$ cat src/hdl/b2p_pkg.sv
// Shared constants, types and register codes of the bitmap to page converter.
package b2p_pkg;

    // Image limits and derived store geometry
    localparam int MAX_WIDTH     = 128;
    localparam int MAX_HEIGHT    = 64;
    localparam int BAND_ROWS     = 8;
    localparam int STORED_ROWS   = BAND_ROWS - 1;
    localparam int MAX_BYTE_COLS = (MAX_WIDTH + 7) / 8;

    // Field and counter widths
    localparam int WIDTH_W  = 8;
    localparam int HEIGHT_W = 7;
    localparam int COL_W    = 4;
    localparam int ROW_W    = 6;
    localparam int PAGE_W   = 3;
    localparam int VCOL_W   = 4;
    localparam int BW_W     = COL_W + 1;
    localparam int PAGES_W  = HEIGHT_W - 3;

    // Register reset values
    localparam logic [WIDTH_W-1:0]  WIDTH_RESET  = 8'd128;
    localparam logic [HEIGHT_W-1:0] HEIGHT_RESET = 7'd64;

    // Configuration register indexes
    localparam int CFG_IDX_W = 1;
    localparam logic [CFG_IDX_W-1:0] CFG_IMAGE_WIDTH  = 1'b0;
    localparam logic [CFG_IDX_W-1:0] CFG_IMAGE_HEIGHT = 1'b1;

    // Block queue geometry
    localparam int Q_DEPTH = 4;
    localparam int Q_PTR_W = 2;
    localparam int Q_CNT_W = 3;

    // One completed 8x8 block on its way to the transpose
    typedef struct packed {
        logic [BAND_ROWS-1:0][7:0] rows;
        logic [PAGE_W-1:0]         page;
        logic [COL_W-1:0]          blk;
        logic [VCOL_W-1:0]         vcols;
        logic                      last;
    } t_blk;

endpackage

$ cat src/hdl/b2p_ram.sv
// Generic single-write, single-read RAM with registered read data.
module b2p_ram #(
    parameter int WIDTH = 8,
    parameter int DEPTH = 16
) (
    input  logic                     i_clk,
    input  logic                     i_we,
    input  logic [$clog2(DEPTH)-1:0] i_waddr,
    input  logic [WIDTH-1:0]         i_wdata,
    input  logic                     i_re,
    input  logic [$clog2(DEPTH)-1:0] i_raddr,
    output logic [WIDTH-1:0]         o_rdata
);

    logic [WIDTH-1:0] r_mem [DEPTH];
    logic [WIDTH-1:0] r_rdata;

    // Write port and registered read port
    always_ff @(posedge i_clk) begin
        if (i_we) begin
            r_mem[i_waddr] <= i_wdata;
        end
        if (i_re) begin
            r_rdata <= r_mem[i_raddr];
        end
    end

    assign o_rdata = r_rdata;

endmodule

$ cat src/hdl/b2p_front.sv
// Front end: config registers, row/column counters, band store and block issue.
module b2p_front (
    input  logic                              i_clk,
    input  logic                              i_rst_n,
    input  logic                              i_cfg_we,
    input  logic [b2p_pkg::CFG_IDX_W-1:0]     i_cfg_index,
    input  logic [b2p_pkg::WIDTH_W-1:0]       i_cfg_data,
    input  logic                              i_in_valid,
    output logic                              o_in_ready,
    input  logic [7:0]                        i_pixel_byte,
    input  logic [b2p_pkg::Q_CNT_W-1:0]       i_q_level,
    output logic                              o_push,
    output b2p_pkg::t_blk                     o_push_blk
);

    localparam int SR = b2p_pkg::STORED_ROWS;

    logic [b2p_pkg::WIDTH_W-1:0]  r_width;
    logic [b2p_pkg::HEIGHT_W-1:0] r_height;
    logic [b2p_pkg::COL_W-1:0]    r_col, n_col;
    logic [b2p_pkg::ROW_W-1:0]    r_row, n_row;

    logic [b2p_pkg::WIDTH_W-1:0]  w_eff;
    logic [b2p_pkg::HEIGHT_W-1:0] h_eff;
    logic [b2p_pkg::BW_W-1:0]     bw;
    logic [b2p_pkg::PAGES_W-1:0]  pages;
    logic [b2p_pkg::HEIGHT_W-1:0] band_lim;
    logic [b2p_pkg::WIDTH_W-1:0]  col_left;
    logic [b2p_pkg::VCOL_W-1:0]   vcols;
    logic                         in_img;
    logic                         emit;
    logic                         accept;
    logic                         last;

    logic                         r_s1_valid;
    logic [7:0]                   r_s1_px;
    logic [b2p_pkg::PAGE_W-1:0]   r_s1_page;
    logic [b2p_pkg::COL_W-1:0]    r_s1_blk;
    logic [b2p_pkg::VCOL_W-1:0]   r_s1_vcols;
    logic                         r_s1_last;

    logic [SR-1:0][7:0]           ram_rdata;

    // Write configuration registers
    always_ff @(posedge i_clk) begin
        if (!i_rst_n) begin
            r_width  <= b2p_pkg::WIDTH_RESET;
            r_height <= b2p_pkg::HEIGHT_RESET;
        end else if (i_cfg_we) begin
            unique case (i_cfg_index)
                b2p_pkg::CFG_IMAGE_WIDTH:  r_width  <= i_cfg_data;
                b2p_pkg::CFG_IMAGE_HEIGHT: r_height <= i_cfg_data[b2p_pkg::HEIGHT_W-1:0];
                default:                   r_width  <= r_width;
            endcase
        end
    end

    // Clamp geometry and classify the current word
    always_comb begin
        if (r_width == '0) begin
            w_eff = b2p_pkg::WIDTH_W'(1);
        end else if (r_width > b2p_pkg::WIDTH_W'(b2p_pkg::MAX_WIDTH)) begin
            w_eff = b2p_pkg::WIDTH_W'(b2p_pkg::MAX_WIDTH);
        end else begin
            w_eff = r_width;
        end
        if (r_height == '0) begin
            h_eff = b2p_pkg::HEIGHT_W'(1);
        end else if (r_height > b2p_pkg::HEIGHT_W'(b2p_pkg::MAX_HEIGHT)) begin
            h_eff = b2p_pkg::HEIGHT_W'(b2p_pkg::MAX_HEIGHT);
        end else begin
            h_eff = r_height;
        end
        bw       = b2p_pkg::BW_W'(({1'b0, w_eff} + 9'd7) >> 3);
        pages    = b2p_pkg::PAGES_W'(h_eff >> 3);
        band_lim = {pages, 3'b000};
        in_img   = ({1'b0, r_col} < bw) && ({1'b0, r_row} < band_lim);
        emit     = in_img && (r_row[2:0] == 3'(SR));
        col_left = w_eff - {1'b0, r_col, 3'b000};
        vcols    = (col_left > 8'd8) ? 4'd8 : col_left[b2p_pkg::VCOL_W-1:0];
        last     = ({1'b0, r_row[5:3]} == (pages - 4'd1))
                && ({1'b0, r_col} == (bw - 5'd1));
    end

    // Leave room in the queue for the block in flight
    assign o_in_ready = (4'(i_q_level) + 4'(r_s1_valid)) < 4'(b2p_pkg::Q_DEPTH);
    assign accept     = i_in_valid && o_in_ready;

    // Advance counters, wrap at row and image end
    always_comb begin
        n_col = r_col;
        n_row = r_row;
        if (accept) begin
            if (({1'b0, r_col} + 5'd1) >= bw) begin
                n_col = '0;
                n_row = (({1'b0, r_row} + 7'd1) >= h_eff) ? '0 : r_row + 6'd1;
            end else begin
                n_col = r_col + 4'd1;
            end
        end
    end

    always_ff @(posedge i_clk) begin
        if (!i_rst_n) begin
            r_col <= '0;
            r_row <= '0;
        end else begin
            r_col <= n_col;
            r_row <= n_row;
        end
    end

    // Band store: one RAM per stored band row, addressed by byte column
    for (genvar b = 0; b < SR; b++) begin : g_band
        b2p_ram #(
            .WIDTH (8),
            .DEPTH (b2p_pkg::MAX_BYTE_COLS)
        ) u_ram (
            .i_clk   (i_clk),
            .i_we    (accept && in_img && (r_row[2:0] == 3'(b))),
            .i_waddr (r_col),
            .i_wdata (i_pixel_byte),
            .i_re    (accept && emit),
            .i_raddr (r_col),
            .o_rdata (ram_rdata[b])
        );
    end

    // Hold block fields while the band rows are read
    always_ff @(posedge i_clk) begin
        if (!i_rst_n) begin
            r_s1_valid <= 1'b0;
        end else begin
            r_s1_valid <= accept && emit;
        end
    end

    always_ff @(posedge i_clk) begin
        if (accept && emit) begin
            r_s1_px    <= i_pixel_byte;
            r_s1_page  <= r_row[5:3];
            r_s1_blk   <= r_col;
            r_s1_vcols <= vcols;
            r_s1_last  <= last;
        end
    end

    // Push the completed block
    always_comb begin
        o_push_blk.rows[SR-1:0] = ram_rdata;
        o_push_blk.rows[SR]     = r_s1_px;
        o_push_blk.page         = r_s1_page;
        o_push_blk.blk          = r_s1_blk;
        o_push_blk.vcols        = r_s1_vcols;
        o_push_blk.last         = r_s1_last;
    end

    assign o_push = r_s1_valid;

endmodule

$ cat src/hdl/b2p_queue.sv
// Short block queue between front end and transpose stage.
module b2p_queue (
    input  logic                        i_clk,
    input  logic                        i_rst_n,
    input  logic                        i_push,
    input  b2p_pkg::t_blk               i_push_blk,
    input  logic                        i_pop,
    output logic                        o_vld,
    output b2p_pkg::t_blk               o_blk,
    output logic [b2p_pkg::Q_CNT_W-1:0] o_level
);

    b2p_pkg::t_blk               r_mem [b2p_pkg::Q_DEPTH];
    logic [b2p_pkg::Q_PTR_W-1:0] r_wptr;
    logic [b2p_pkg::Q_PTR_W-1:0] r_rptr;
    logic [b2p_pkg::Q_CNT_W-1:0] r_cnt;
    logic                        do_pop;

    assign o_vld   = (r_cnt != '0);
    assign o_blk   = r_mem[r_rptr];
    assign o_level = r_cnt;
    assign do_pop  = i_pop && o_vld;

    // Store pushed blocks
    always_ff @(posedge i_clk) begin
        if (i_push) begin
            r_mem[r_wptr] <= i_push_blk;
        end
    end

    // Advance pointers and level
    always_ff @(posedge i_clk) begin
        if (!i_rst_n) begin
            r_wptr <= '0;
            r_rptr <= '0;
            r_cnt  <= '0;
        end else begin
            if (i_push) begin
                r_wptr <= r_wptr + 2'd1;
            end
            if (do_pop) begin
                r_rptr <= r_rptr + 2'd1;
            end
            case ({i_push, do_pop})
                2'b10:   r_cnt <= r_cnt + 3'd1;
                2'b01:   r_cnt <= r_cnt - 3'd1;
                default: r_cnt <= r_cnt;
            endcase
        end
    end

endmodule

$ cat src/hdl/b2p_back.sv
// Back end: transpose one block into column bytes and hold it on the output.
module b2p_back (
    input  logic                         i_clk,
    input  logic                         i_rst_n,
    input  logic                         i_q_vld,
    input  b2p_pkg::t_blk                i_q_blk,
    output logic                         o_pop,
    output logic                         o_out_valid,
    input  logic                         i_out_ready,
    output logic [63:0]                  o_block_columns,
    output logic [b2p_pkg::PAGE_W-1:0]   o_page_index,
    output logic [b2p_pkg::COL_W-1:0]    o_block_index,
    output logic [b2p_pkg::VCOL_W-1:0]   o_valid_columns,
    output logic                         o_last_block
);

    logic                       r_valid;
    logic [63:0]                r_cols;
    logic [b2p_pkg::PAGE_W-1:0] r_page;
    logic [b2p_pkg::COL_W-1:0]  r_blk;
    logic [b2p_pkg::VCOL_W-1:0] r_vcols;
    logic                       r_last;
    logic [63:0]                cols;

    // Transpose: column k, bit b is row b pixel k; zero columns past the edge
    always_comb begin
        for (int k = 0; k < 8; k++) begin
            for (int b = 0; b < b2p_pkg::BAND_ROWS; b++) begin
                cols[8*k + b] = (4'(k) < i_q_blk.vcols) ? i_q_blk.rows[b][7-k] : 1'b0;
            end
        end
    end

    assign o_pop = i_q_vld && (!r_valid || i_out_ready);

    // Load output register when it is free or being taken
    always_ff @(posedge i_clk) begin
        if (!i_rst_n) begin
            r_valid <= 1'b0;
        end else if (!r_valid || i_out_ready) begin
            r_valid <= i_q_vld;
        end
    end

    always_ff @(posedge i_clk) begin
        if (o_pop) begin
            r_cols  <= cols;
            r_page  <= i_q_blk.page;
            r_blk   <= i_q_blk.blk;
            r_vcols <= i_q_blk.vcols;
            r_last  <= i_q_blk.last;
        end
    end

    assign o_out_valid     = r_valid;
    assign o_block_columns = r_cols;
    assign o_page_index    = r_page;
    assign o_block_index   = r_blk;
    assign o_valid_columns = r_vcols;
    assign o_last_block    = r_last;

endmodule

$ cat src/hdl/bitmap_to_page_converter_core.sv
// Top level of the bitmap to page converter: front end, block queue, transpose stage.
//
//  channel   direction  handshake                    payload
//  input     in         i_in_valid / o_in_ready      i_pixel_byte
//  output    out        o_out_valid / i_out_ready    o_block_columns, o_page_index,
//                                                    o_block_index, o_valid_columns,
//                                                    o_last_block
//  config    in         i_cfg_we (no wait)           i_cfg_index, i_cfg_data
//
// One pixel word is taken per cycle while o_in_ready is high; a block that a word completes
// passes the band-store read, queue and output registers before it is offered.
// Throughput is set by the single band-store access per word: one word per cycle while ready.
// Reset is synchronous and active low; it clears counters, queue and output valid.
// A stalled output fills the four-entry queue, then o_in_ready drops.
module bitmap_to_page_converter_core (
    input  logic                              i_clk,
    input  logic                              i_rst_n,
    input  logic                              i_cfg_we,
    input  logic [b2p_pkg::CFG_IDX_W-1:0]     i_cfg_index,
    input  logic [b2p_pkg::WIDTH_W-1:0]       i_cfg_data,
    input  logic                              i_in_valid,
    output logic                              o_in_ready,
    input  logic [7:0]                        i_pixel_byte,
    output logic                              o_out_valid,
    input  logic                              i_out_ready,
    output logic [63:0]                       o_block_columns,
    output logic [b2p_pkg::PAGE_W-1:0]        o_page_index,
    output logic [b2p_pkg::COL_W-1:0]         o_block_index,
    output logic [b2p_pkg::VCOL_W-1:0]        o_valid_columns,
    output logic                              o_last_block
);

    logic                        push;
    b2p_pkg::t_blk               push_blk;
    logic                        pop;
    logic                        q_vld;
    b2p_pkg::t_blk               q_blk;
    logic [b2p_pkg::Q_CNT_W-1:0] q_level;

    b2p_front u_front (
        .i_clk        (i_clk),
        .i_rst_n      (i_rst_n),
        .i_cfg_we     (i_cfg_we),
        .i_cfg_index  (i_cfg_index),
        .i_cfg_data   (i_cfg_data),
        .i_in_valid   (i_in_valid),
        .o_in_ready   (o_in_ready),
        .i_pixel_byte (i_pixel_byte),
        .i_q_level    (q_level),
        .o_push       (push),
        .o_push_blk   (push_blk)
    );

    b2p_queue u_queue (
        .i_clk      (i_clk),
        .i_rst_n    (i_rst_n),
        .i_push     (push),
        .i_push_blk (push_blk),
        .i_pop      (pop),
        .o_vld      (q_vld),
        .o_blk      (q_blk),
        .o_level    (q_level)
    );

    b2p_back u_back (
        .i_clk           (i_clk),
        .i_rst_n         (i_rst_n),
        .i_q_vld         (q_vld),
        .i_q_blk         (q_blk),
        .o_pop           (pop),
        .o_out_valid     (o_out_valid),
        .i_out_ready     (i_out_ready),
        .o_block_columns (o_block_columns),
        .o_page_index    (o_page_index),
        .o_block_index   (o_block_index),
        .o_valid_columns (o_valid_columns),
        .o_last_block    (o_last_block)
    );

endmodule

$ cat config.mk
export PLATFORM = sky130hd
export DESIGN_NAME = bitmap_to_page_converter_core
export DESIGN_NICKNAME = d
export VERILOG_FILES = /design/src/hdl/b2p_pkg.sv /design/src/hdl/b2p_ram.sv /design/src/hdl/b2p_front.sv /design/src/hdl/b2p_queue.sv /design/src/hdl/b2p_back.sv /design/src/hdl/bitmap_to_page_converter_core.sv
export SDC_FILE = /design/constraint.sdc
export NUM_CORES = 1
export LEC_CHECK = 0
export ABC_AREA = 0
export ABC_CLOCK_PERIOD_IN_PS = 8800
export BUFFER_PORTS_ARGS = -buffer_cell sky130_fd_sc_hd__buf_2
export CAP_MARGIN = 20
export CORE_ASPECT_RATIO = 1.5
export CORE_UTILIZATION = 50
export DETAILED_ROUTE_END_ITERATION = 7
export GPL_TIMING_DRIVEN = 1
export PLACE_DENSITY = 0.67
export SKIP_CTS_REPAIR_TIMING = 1
export SLEW_MARGIN = 10
export SYNTH_ARGS = -nofsm -noshare
export SYNTH_HDL_FRONTEND = slang
export SYNTH_SLANG_ARGS = --single-unit
$ cat constraint.sdc
create_clock -name i_clk -period 8.8 [get_ports i_clk]
set_input_delay 1.32 -clock i_clk [delete_from_list [all_inputs] [get_ports i_clk]]
set_output_delay 1.32 -clock i_clk [all_outputs]
set_load 0.1 [all_outputs]
* Word level (Yosys, flattened, before mapping)
Memories as Yosys holds them, arrays and structs flattened. A register that Yosys moved wholly into a read port is not among the register bits.
Cells that the tools add are included.
** Word-level totals
- Memory bits (writable) :: 1200
- Flip-flop bits (word level) :: 130
- Input port bits :: 22
- Memories kept :: 8
** Operators by class
- $add $sub $neg :: 13
- Equality and inequality tests :: 11
- Order comparisons :: 16
- Bitwise gates (word level) :: 1
- Multiplexer cells :: 25
- Reductions and logical operators :: 25
** Memories
- u_queue.r_mem :: words 4, bits a word 76, read ports 1, clocked after Yosys merged registers in 1, wr ports 1, RTL line b2p_queue.sv:13 : b2p_pkg::t_blk r_mem [b2p_pkg::Q_DEPTH];
- u_front.g_band[0].u_ram.r_mem :: words 16, bits a word 8, read ports 1, clocked after Yosys merged registers in 1, wr ports 1, RTL line b2p_ram.sv:15 : logic [WIDTH-1:0] r_mem [DEPTH];
- u_front.g_band[1].u_ram.r_mem :: words 16, bits a word 8, read ports 1, clocked after Yosys merged registers in 1, wr ports 1, RTL line b2p_ram.sv:15
- u_front.g_band[2].u_ram.r_mem :: words 16, bits a word 8, read ports 1, clocked after Yosys merged registers in 1, wr ports 1, RTL line b2p_ram.sv:15
- u_front.g_band[3].u_ram.r_mem :: words 16, bits a word 8, read ports 1, clocked after Yosys merged registers in 1, wr ports 1, RTL line b2p_ram.sv:15
- u_front.g_band[4].u_ram.r_mem :: words 16, bits a word 8, read ports 1, clocked after Yosys merged registers in 1, wr ports 1, RTL line b2p_ram.sv:15
- +2 memories
** Operators with widths (count)
- $lt A3 B4 Y1 const A :: 4
- $mux W1 :: 16
- $mux W8 :: 2
- $logic_and A1 B1 Y1 :: 15
- $mux W7 :: 2
- $eq A3 B3 Y1 const B :: 4
- $add A8 B3 Y8 const B :: 1
- $gt A8 B4 Y1 const B :: 1
- $gt A8 B8 Y1 const B :: 1
- $logic_not A8 Y1 :: 1
- $lt A1 B4 Y1 const A :: 2
- $lt A2 B4 Y1 const A :: 2
- $sub A8 B7 Y8 :: 1
- $add A6 B1 Y7 const B :: 1
- $ge A7 B7 Y1 :: 1
- $gt A7 B7 Y1 const B :: 1
- $logic_not A7 Y1 :: 1
- $lt A6 B7 Y1 :: 1
- $add A6 B1 Y6 const B :: 1
- $eq A3 B2 Y1 const B :: 2
- $mux W6 :: 1
- $pmux W3 S2 :: 1
- $reduce_and A2 Y1 :: 3
- $add A4 B1 Y5 const B :: 1
- other kinds (23) :: 25

* Longest topological paths before layout
- Word-level depth :: 10
- Mapped depth :: 12
- Gate-level depth less buffers :: 11

* Modules after synthesis
Synthesis repeated with hierarchy kept, for this count alone.
** Second synthesis, totals
- Cell total of the unflattened synthesis :: 2511
- Area, all modules :: 53726.5 µm²
** By module, submodules not included
- b2p_ram :: sequential area each 4083.9 µm², instances 7, cells each 229, area each 5227.5 µm²
- b2p_queue :: sequential area each 9308.9 µm², instances 1, cells each 443, area each 11469.8 µm²
- b2p_front :: sequential area each 1121.1 µm², instances 1, cells each 312, area each 2841.5 µm²
- b2p_back :: sequential area each 2302.2 µm², instances 1, cells each 153, area each 2822.7 µm²

* Worst setup path after synthesis
Ideal clock, no wire load.
- Path type :: reg2reg
- Start point :: register u_queue.r_cnt, in the netlist u_queue.o_level[0]
- End point :: register u_front.g_band[0].u_ram.r_rdata[0], read port of u_front.g_band[0].u_ram.r_mem, enable pin
- Arrival :: 6.452 ns
- Data required time :: 8.280 ns
- Library setup time :: 0.520 ns
- Period minus slack after synthesis :: 6.972 ns
- Path slack :: 1.828 ns
- Buffers on the path :: 1
- Cell stages (with the launch flop) :: 8
- Cells stage by stage :: dfxtp_1 a31oi_1 and2_1 o311ai_0 a211oi_2 a21oi_2 buf_6 nor2b_1
** On the way
- Cells in the longest elaborated chain, start to end :: 4
** RTL lines
- start, declared :: RTL line b2p_queue.sv:16 : logic [b2p_pkg::Q_CNT_W-1:0] r_cnt;
- start signal, assigned :: RTL line b2p_queue.sv:45 : 2'b10: r_cnt <= r_cnt + 3'd1;
- start signal, assigned :: RTL line b2p_queue.sv:46 : 2'b01: r_cnt <= r_cnt - 3'd1;
- start signal, assigned :: RTL line b2p_queue.sv:47 : default: r_cnt <= r_cnt;
- $add A3 B1 Y4 :: RTL line b2p_front.sv:86 : assign o_in_ready = (4'(i_q_level) + 4'(r_s1_valid)) < 4'(b2p_pkg::Q_DEPTH);
- $lt A4 B3 Y1 :: RTL line b2p_front.sv:86
- via o_in_ready :: RTL line bitmap_to_page_converter_core.sv:22 : output logic o_in_ready,
- $logic_and A1 B1 Y1 :: RTL line b2p_front.sv:87 : assign accept = i_in_valid && o_in_ready;
- $logic_and A1 B1 Y1 :: RTL line b2p_front.sv:123 : .i_re (accept && emit),
- via u_front.g_band[0].u_ram.i_re :: RTL line b2p_ram.sv:10 : input logic i_re,
- end, declared :: RTL line b2p_ram.sv:16 : logic [WIDTH-1:0] r_rdata;
The timed path passes the listed nets, and every way through them passes these cells.
A chain may end at the register's enable or synchronous reset.

* Final worst setup path
- Start point :: register u_front.r_height[6] in the netlist's numbering
- End point :: memory u_front.g_band[4].u_ram.r_mem[80][2] (netlist: u_front.g_band[4].u_ram.r_mem[5][2]), enable pin
** On the way
- Cells in the longest elaborated chain, start to end :: 9
- Elaborated cells on any way between the ends :: 10
- Classes of those cells :: order compare (2); mux (4); reduce/logical (4)
** RTL lines
- start, declared :: RTL line b2p_front.sv:19 : logic [b2p_pkg::HEIGHT_W-1:0] r_height;
- start signal, assigned :: RTL line b2p_front.sv:48 : r_height <= b2p_pkg::HEIGHT_RESET;
- start signal, assigned :: RTL line b2p_front.sv:52 : b2p_pkg::CFG_IMAGE_HEIGHT: r_height <= i_cfg_data[b2p_pkg::HEIGHT_W-1:0];
- $gt A7 B7 Y1 :: RTL line b2p_front.sv:69 : end else if (r_height > b2p_pkg::HEIGHT_W'(b2p_pkg::MAX_HEIGHT)) begin
- $mux W7 :: RTL line b2p_front.sv:69
- $mux W7 (*) :: RTL line b2p_front.sv:67 : if (r_height == '0) begin
- $lt A6 B7 Y1 (*) :: RTL line b2p_front.sv:77 : in_img = ({1'b0, r_col} < bw) && ({1'b0, r_row} < band_lim);
- $logic_and A1 B1 Y1 (*) :: RTL line b2p_front.sv:77
- $logic_and A1 B1 Y1 (*) (2 in a row) :: RTL line b2p_front.sv:120 : .i_we (accept && in_img && (r_row[2:0] == 3'(b))),
- $mux W1 (*) :: RTL line b2p_ram.sv:20 : if (i_we) begin
- $mux W1 (implied by the code) (*) :: RTL line b2p_ram.sv:21 : r_mem[i_waddr] <= i_wdata;
- end, declared :: RTL line b2p_ram.sv:15
Every way passes the cells marked *; elsewhere a longest branch is shown, timed or not.

==> flow_summary.yaml <==
worst_setup_path:
  cp.required_ns: 9.26
  crit_path_start_kind: "flop"
  regToRegEndpoint: "u_front.g_band[4].u_ram.r_mem[5][2]$_DFFE_PP_"
  worstPathMaxFanout: 59
  arrival_ns: 5.04
  cp_top_family: "buffers and inverters"
  timing.reg2reg.setup_slack_ns: 4.22
  worst-path-buf-inv: 5
  cp_cell_sequence: "inv_1 -> nand2_1 -> ha_1 -> inv_1 -> o311ai_0 -> nor2_1 -> a21oi_4 -> buf_4 -> buf_4 -> nor3_1 -> clkbuf_2"
  end_kind: "flop"
  crit_path_start: "u_front.r_height[6]$_SDFFE_PN1P_"
  path_class: "flop to flop"
  slowest_delay_ns: 0.77
  slowest_stage: "buf_4"
  crit_cells: 11
  r2r_cells: 11
  rr_startpoint: "u_front.r_height[6]$_SDFFE_PN1P_"
  crit_end: "u_front.g_band[4].u_ram.r_mem[5][2]$_DFFE_PP_"
place:
  io_buffers: 99
  gp_congestion: 0.882
  hpwlAfterDp_um: 70000
  post-place-cells: 3787
clock_network:
  cts_tree: "built"
  cts_buffer_depth: 3
  htree_levels: 3
  clkLatencyLatePin_ns: 0.72
  cts_made_buffers: 114
  clk_pin_slew_ns: 0.07
  cts_sinks: 1388
  clock-root-buffer: "clkbuf_16"
timing:
  setup-violations-final: 0
  rsz0062_at_grt: "no"
  max_freq_ghz: 0.218
  worst_pin_slew_ns: 1.18
  finalClockSkew_ns: 0.0214
  min_period_ns: 4.58
  slew_viol_final: 0
  maxSlewHeadroom_pct: 20.8
  finalCritPeriodShare_pct: 52.1
  hold_violations: 0
  setup_tns_ns: 0
global_routing:
  grt.overflow.total: 0
  antenna_found_initial: 3
  grt_start_max_net_pins: 161
  grt_pass1_vias: 24879
  grt_pass1_wl_um: 168000
  grtUsageTotal_pct: 21.8
logic_synthesis:
  synthCells: 2342
  synthesis.nets: 2404
  ys_seq_area_share_pct: 78.1
  ys_ff_latch: 1388
  async_flop_share_pct: 0
  ys_warn_count: 0
  syn_area_per_cell_um2: 22.6
  ys.flop_type: "edfxtp_1"
  synth_edf_count: 1352
  ys_types: 53
  synth_area_um2: 52900
route:
  drt-met1-wl_um: 43100
  wl_met2_um: 60800
  first_pass_iters: 5
  wl_met3_um: 6490
  drtIter0Drc: 2367
  top_layer: "met5"
  drcViolationCount: 0
  ant_nets: 0
  viasPerCell: 5.96
  routedWlPerCell_um: 28.3
  vias: 24029
  wl_um: 114000
floorplanning:
  start_util_pct: 50.6
  die_w_um: 268
  core_area_um2: 105000
  dieArea_um2: 107000
  io_pins: 100
  rows: 145
  die_height_um: 400
final_layout:
  nNetsFinal: 2601
  drive_above_1_share_pct: 28.7
  final_util_pct: 56.6
  layout_common_cells: "1,352 x edfxtp_1, 356 x mux4_2, 131 x buf_2"
  mostFrequentLayoutCell: "edfxtp_1"
  syn2layout_area_growth_pct: 11.7
  diodes: 0
  stdcell_count: 4033
power_and_ir_drop:
  ir_worst_vdd_v: 0.000166
  power_density_nw_per_um2: 218
  leakage_nw: 18.2
worst_hold_path:
  hold_path_class: "flop to flop"
status:
  outcome: "complete, no violations"
flow_run:
  maxCapViolations: 0
[kinds of logic after synthesis]
kind of cell | Yosys count | share of synthesized area, %
compound gates | 62 | 0.818
xor+xnor | 21 | 0.383
fa+ha+maj | 40 | 0.974
simple gates | 332 | 3.35
flops | 1388 | 78.1
mux | 361 | 15.2
buf+inv | 138 | 1.13
[where the power goes]
| group | internal, mW | switching (mW) | leakage, nW | total, mW |
|---|---|---|---|---|
| Sequential | 7.23 | 0.0227 | 12.5 | 7.25 |
| Clock | 2.80 | 2.27 | 1.82 | 5.08 |
| Combinational | 0.217 | 0.318 | 3.87 | 0.535 |
[metal layers]
metal / up-vias / GRT usage (%)
met5: - / 0
met4: 2 / 8.06
met3: 202 / 3.27
met2: 932 / 37.9
met1: 12758 / 27.5
li1: 10135 / -
[worst min-delay path, cell delays in order, from the launching register on]
cell	delay, ns
dfxtp_1	0.32
nand2_1	0.05
a21boi_0	0.07
[area by class of cell]
class                      count  area [µm²]
inverter                      25        96.3
clock inverter                77         734
multi-input combinational    816       11100
tap                         1396        1750
timing repair buffer         194        1130
sequential                  1388       41300
fill                        7583       45400
clock buffer                 137        3010
[cell usage after synthesis (all sizes together) (12+ instances only)]
| cell | count | share of area (%) |
|---|---|---|
| a21oi | 16 | 0.16 |
| mux4 | 356 | 15 |
| nand2 | 71 | 0.50 |
| clkbuf | 59 | 0.42 |
| nor2b | 63 | 0.74 |
| buf | 54 | 0.53 |
| nand3 | 20 | 0.19 |
| ha | 38 | 0.90 |
| nor3 | 103 | 0.99 |
| a21boi | 20 | 0.28 |
| inv | 25 | 0.18 |
| xnor2 | 14 | 0.23 |
| dfxtp | 36 | 1.4 |
| nor3b | 18 | 0.26 |
| and2 | 23 | 0.27 |
| edfxtp | 1352 | 77 |
| nor2 | 12 | 0.090 |
[sequential cells by signal (all words and copies together) (netlist names), named ones only]
register                      count
u_front.g_band.u_ram.r_mem      896
u_queue.r_mem                   304
u_back.o_block_columns           64
u_front.g_band.u_ram.o_rdata     56
u_front.r_s1_px                   8
u_front.r_width                   8
u_front.r_height                  7
u_front.r_row                     6
u_back.o_block_index              4
u_back.o_valid_columns            4
u_front.r_col                     4
u_front.r_s1_blk                  4
u_front.r_s1_vcols                4
u_back.o_page_index               3
u_front.r_s1_page                 3
u_queue.o_level                   3
u_queue.r_rptr                    2
u_queue.r_wptr                    2
u_back.o_last_block               1
u_back.o_out_valid                1
u_front.o_push                    1
u_front.r_s1_last                 1
[through the flow]
| stage | setup WS, ns | cell area, µm² | power (mW) | hold WS [ns] |
|---|---|---|---|---|
| final | 4.22 | 59100 | 12.9 | 0.490 |
| after global routing | 3.92 | 59100 | 13.2 | 0.511 |
| after CTS | 4.19 | 58900 | 12.9 | 0.494 |
| after detailed placement | 3.93 | 55200 | 7.93 | 0.484 |
| after global placement | 4.08 | 55000 | 7.92 | 0.465 |
| after floorplan | 1.83 | 52900 | 7.71 | 0.443 |
[worst min-delay path by stage]
stage	from	endpoint	slack [ns]	depth (start not counted)
floorplan	u_front.r_height[0]$_SDFFE_PN0P_	u_front.r_height[0]$_SDFFE_PN0P_	0.44	2
global placement	u_front.g_band[1].u_ram.o_rdata[2]$_DFFE_PP_	u_queue.r_mem[0][22]$_DFFE_PP_	0.47	0
detailed placement	u_front.g_band[1].u_ram.o_rdata[5]$_DFFE_PP_	u_queue.r_mem[1][25]$_DFFE_PP_	0.48	0
CTS	u_front.r_height[0]$_SDFFE_PN0P_	u_front.r_height[0]$_SDFFE_PN0P_	0.49	2
global route	u_front.g_band[4].u_ram.o_rdata[1]$_DFFE_PP_	u_queue.r_mem[1][45]$_DFFE_PP_	0.51	0
finish	u_front.r_height[0]$_SDFFE_PN0P_	u_front.r_height[0]$_SDFFE_PN0P_	0.49	2
Note: power is estimated with default switching activity, not from simulation.
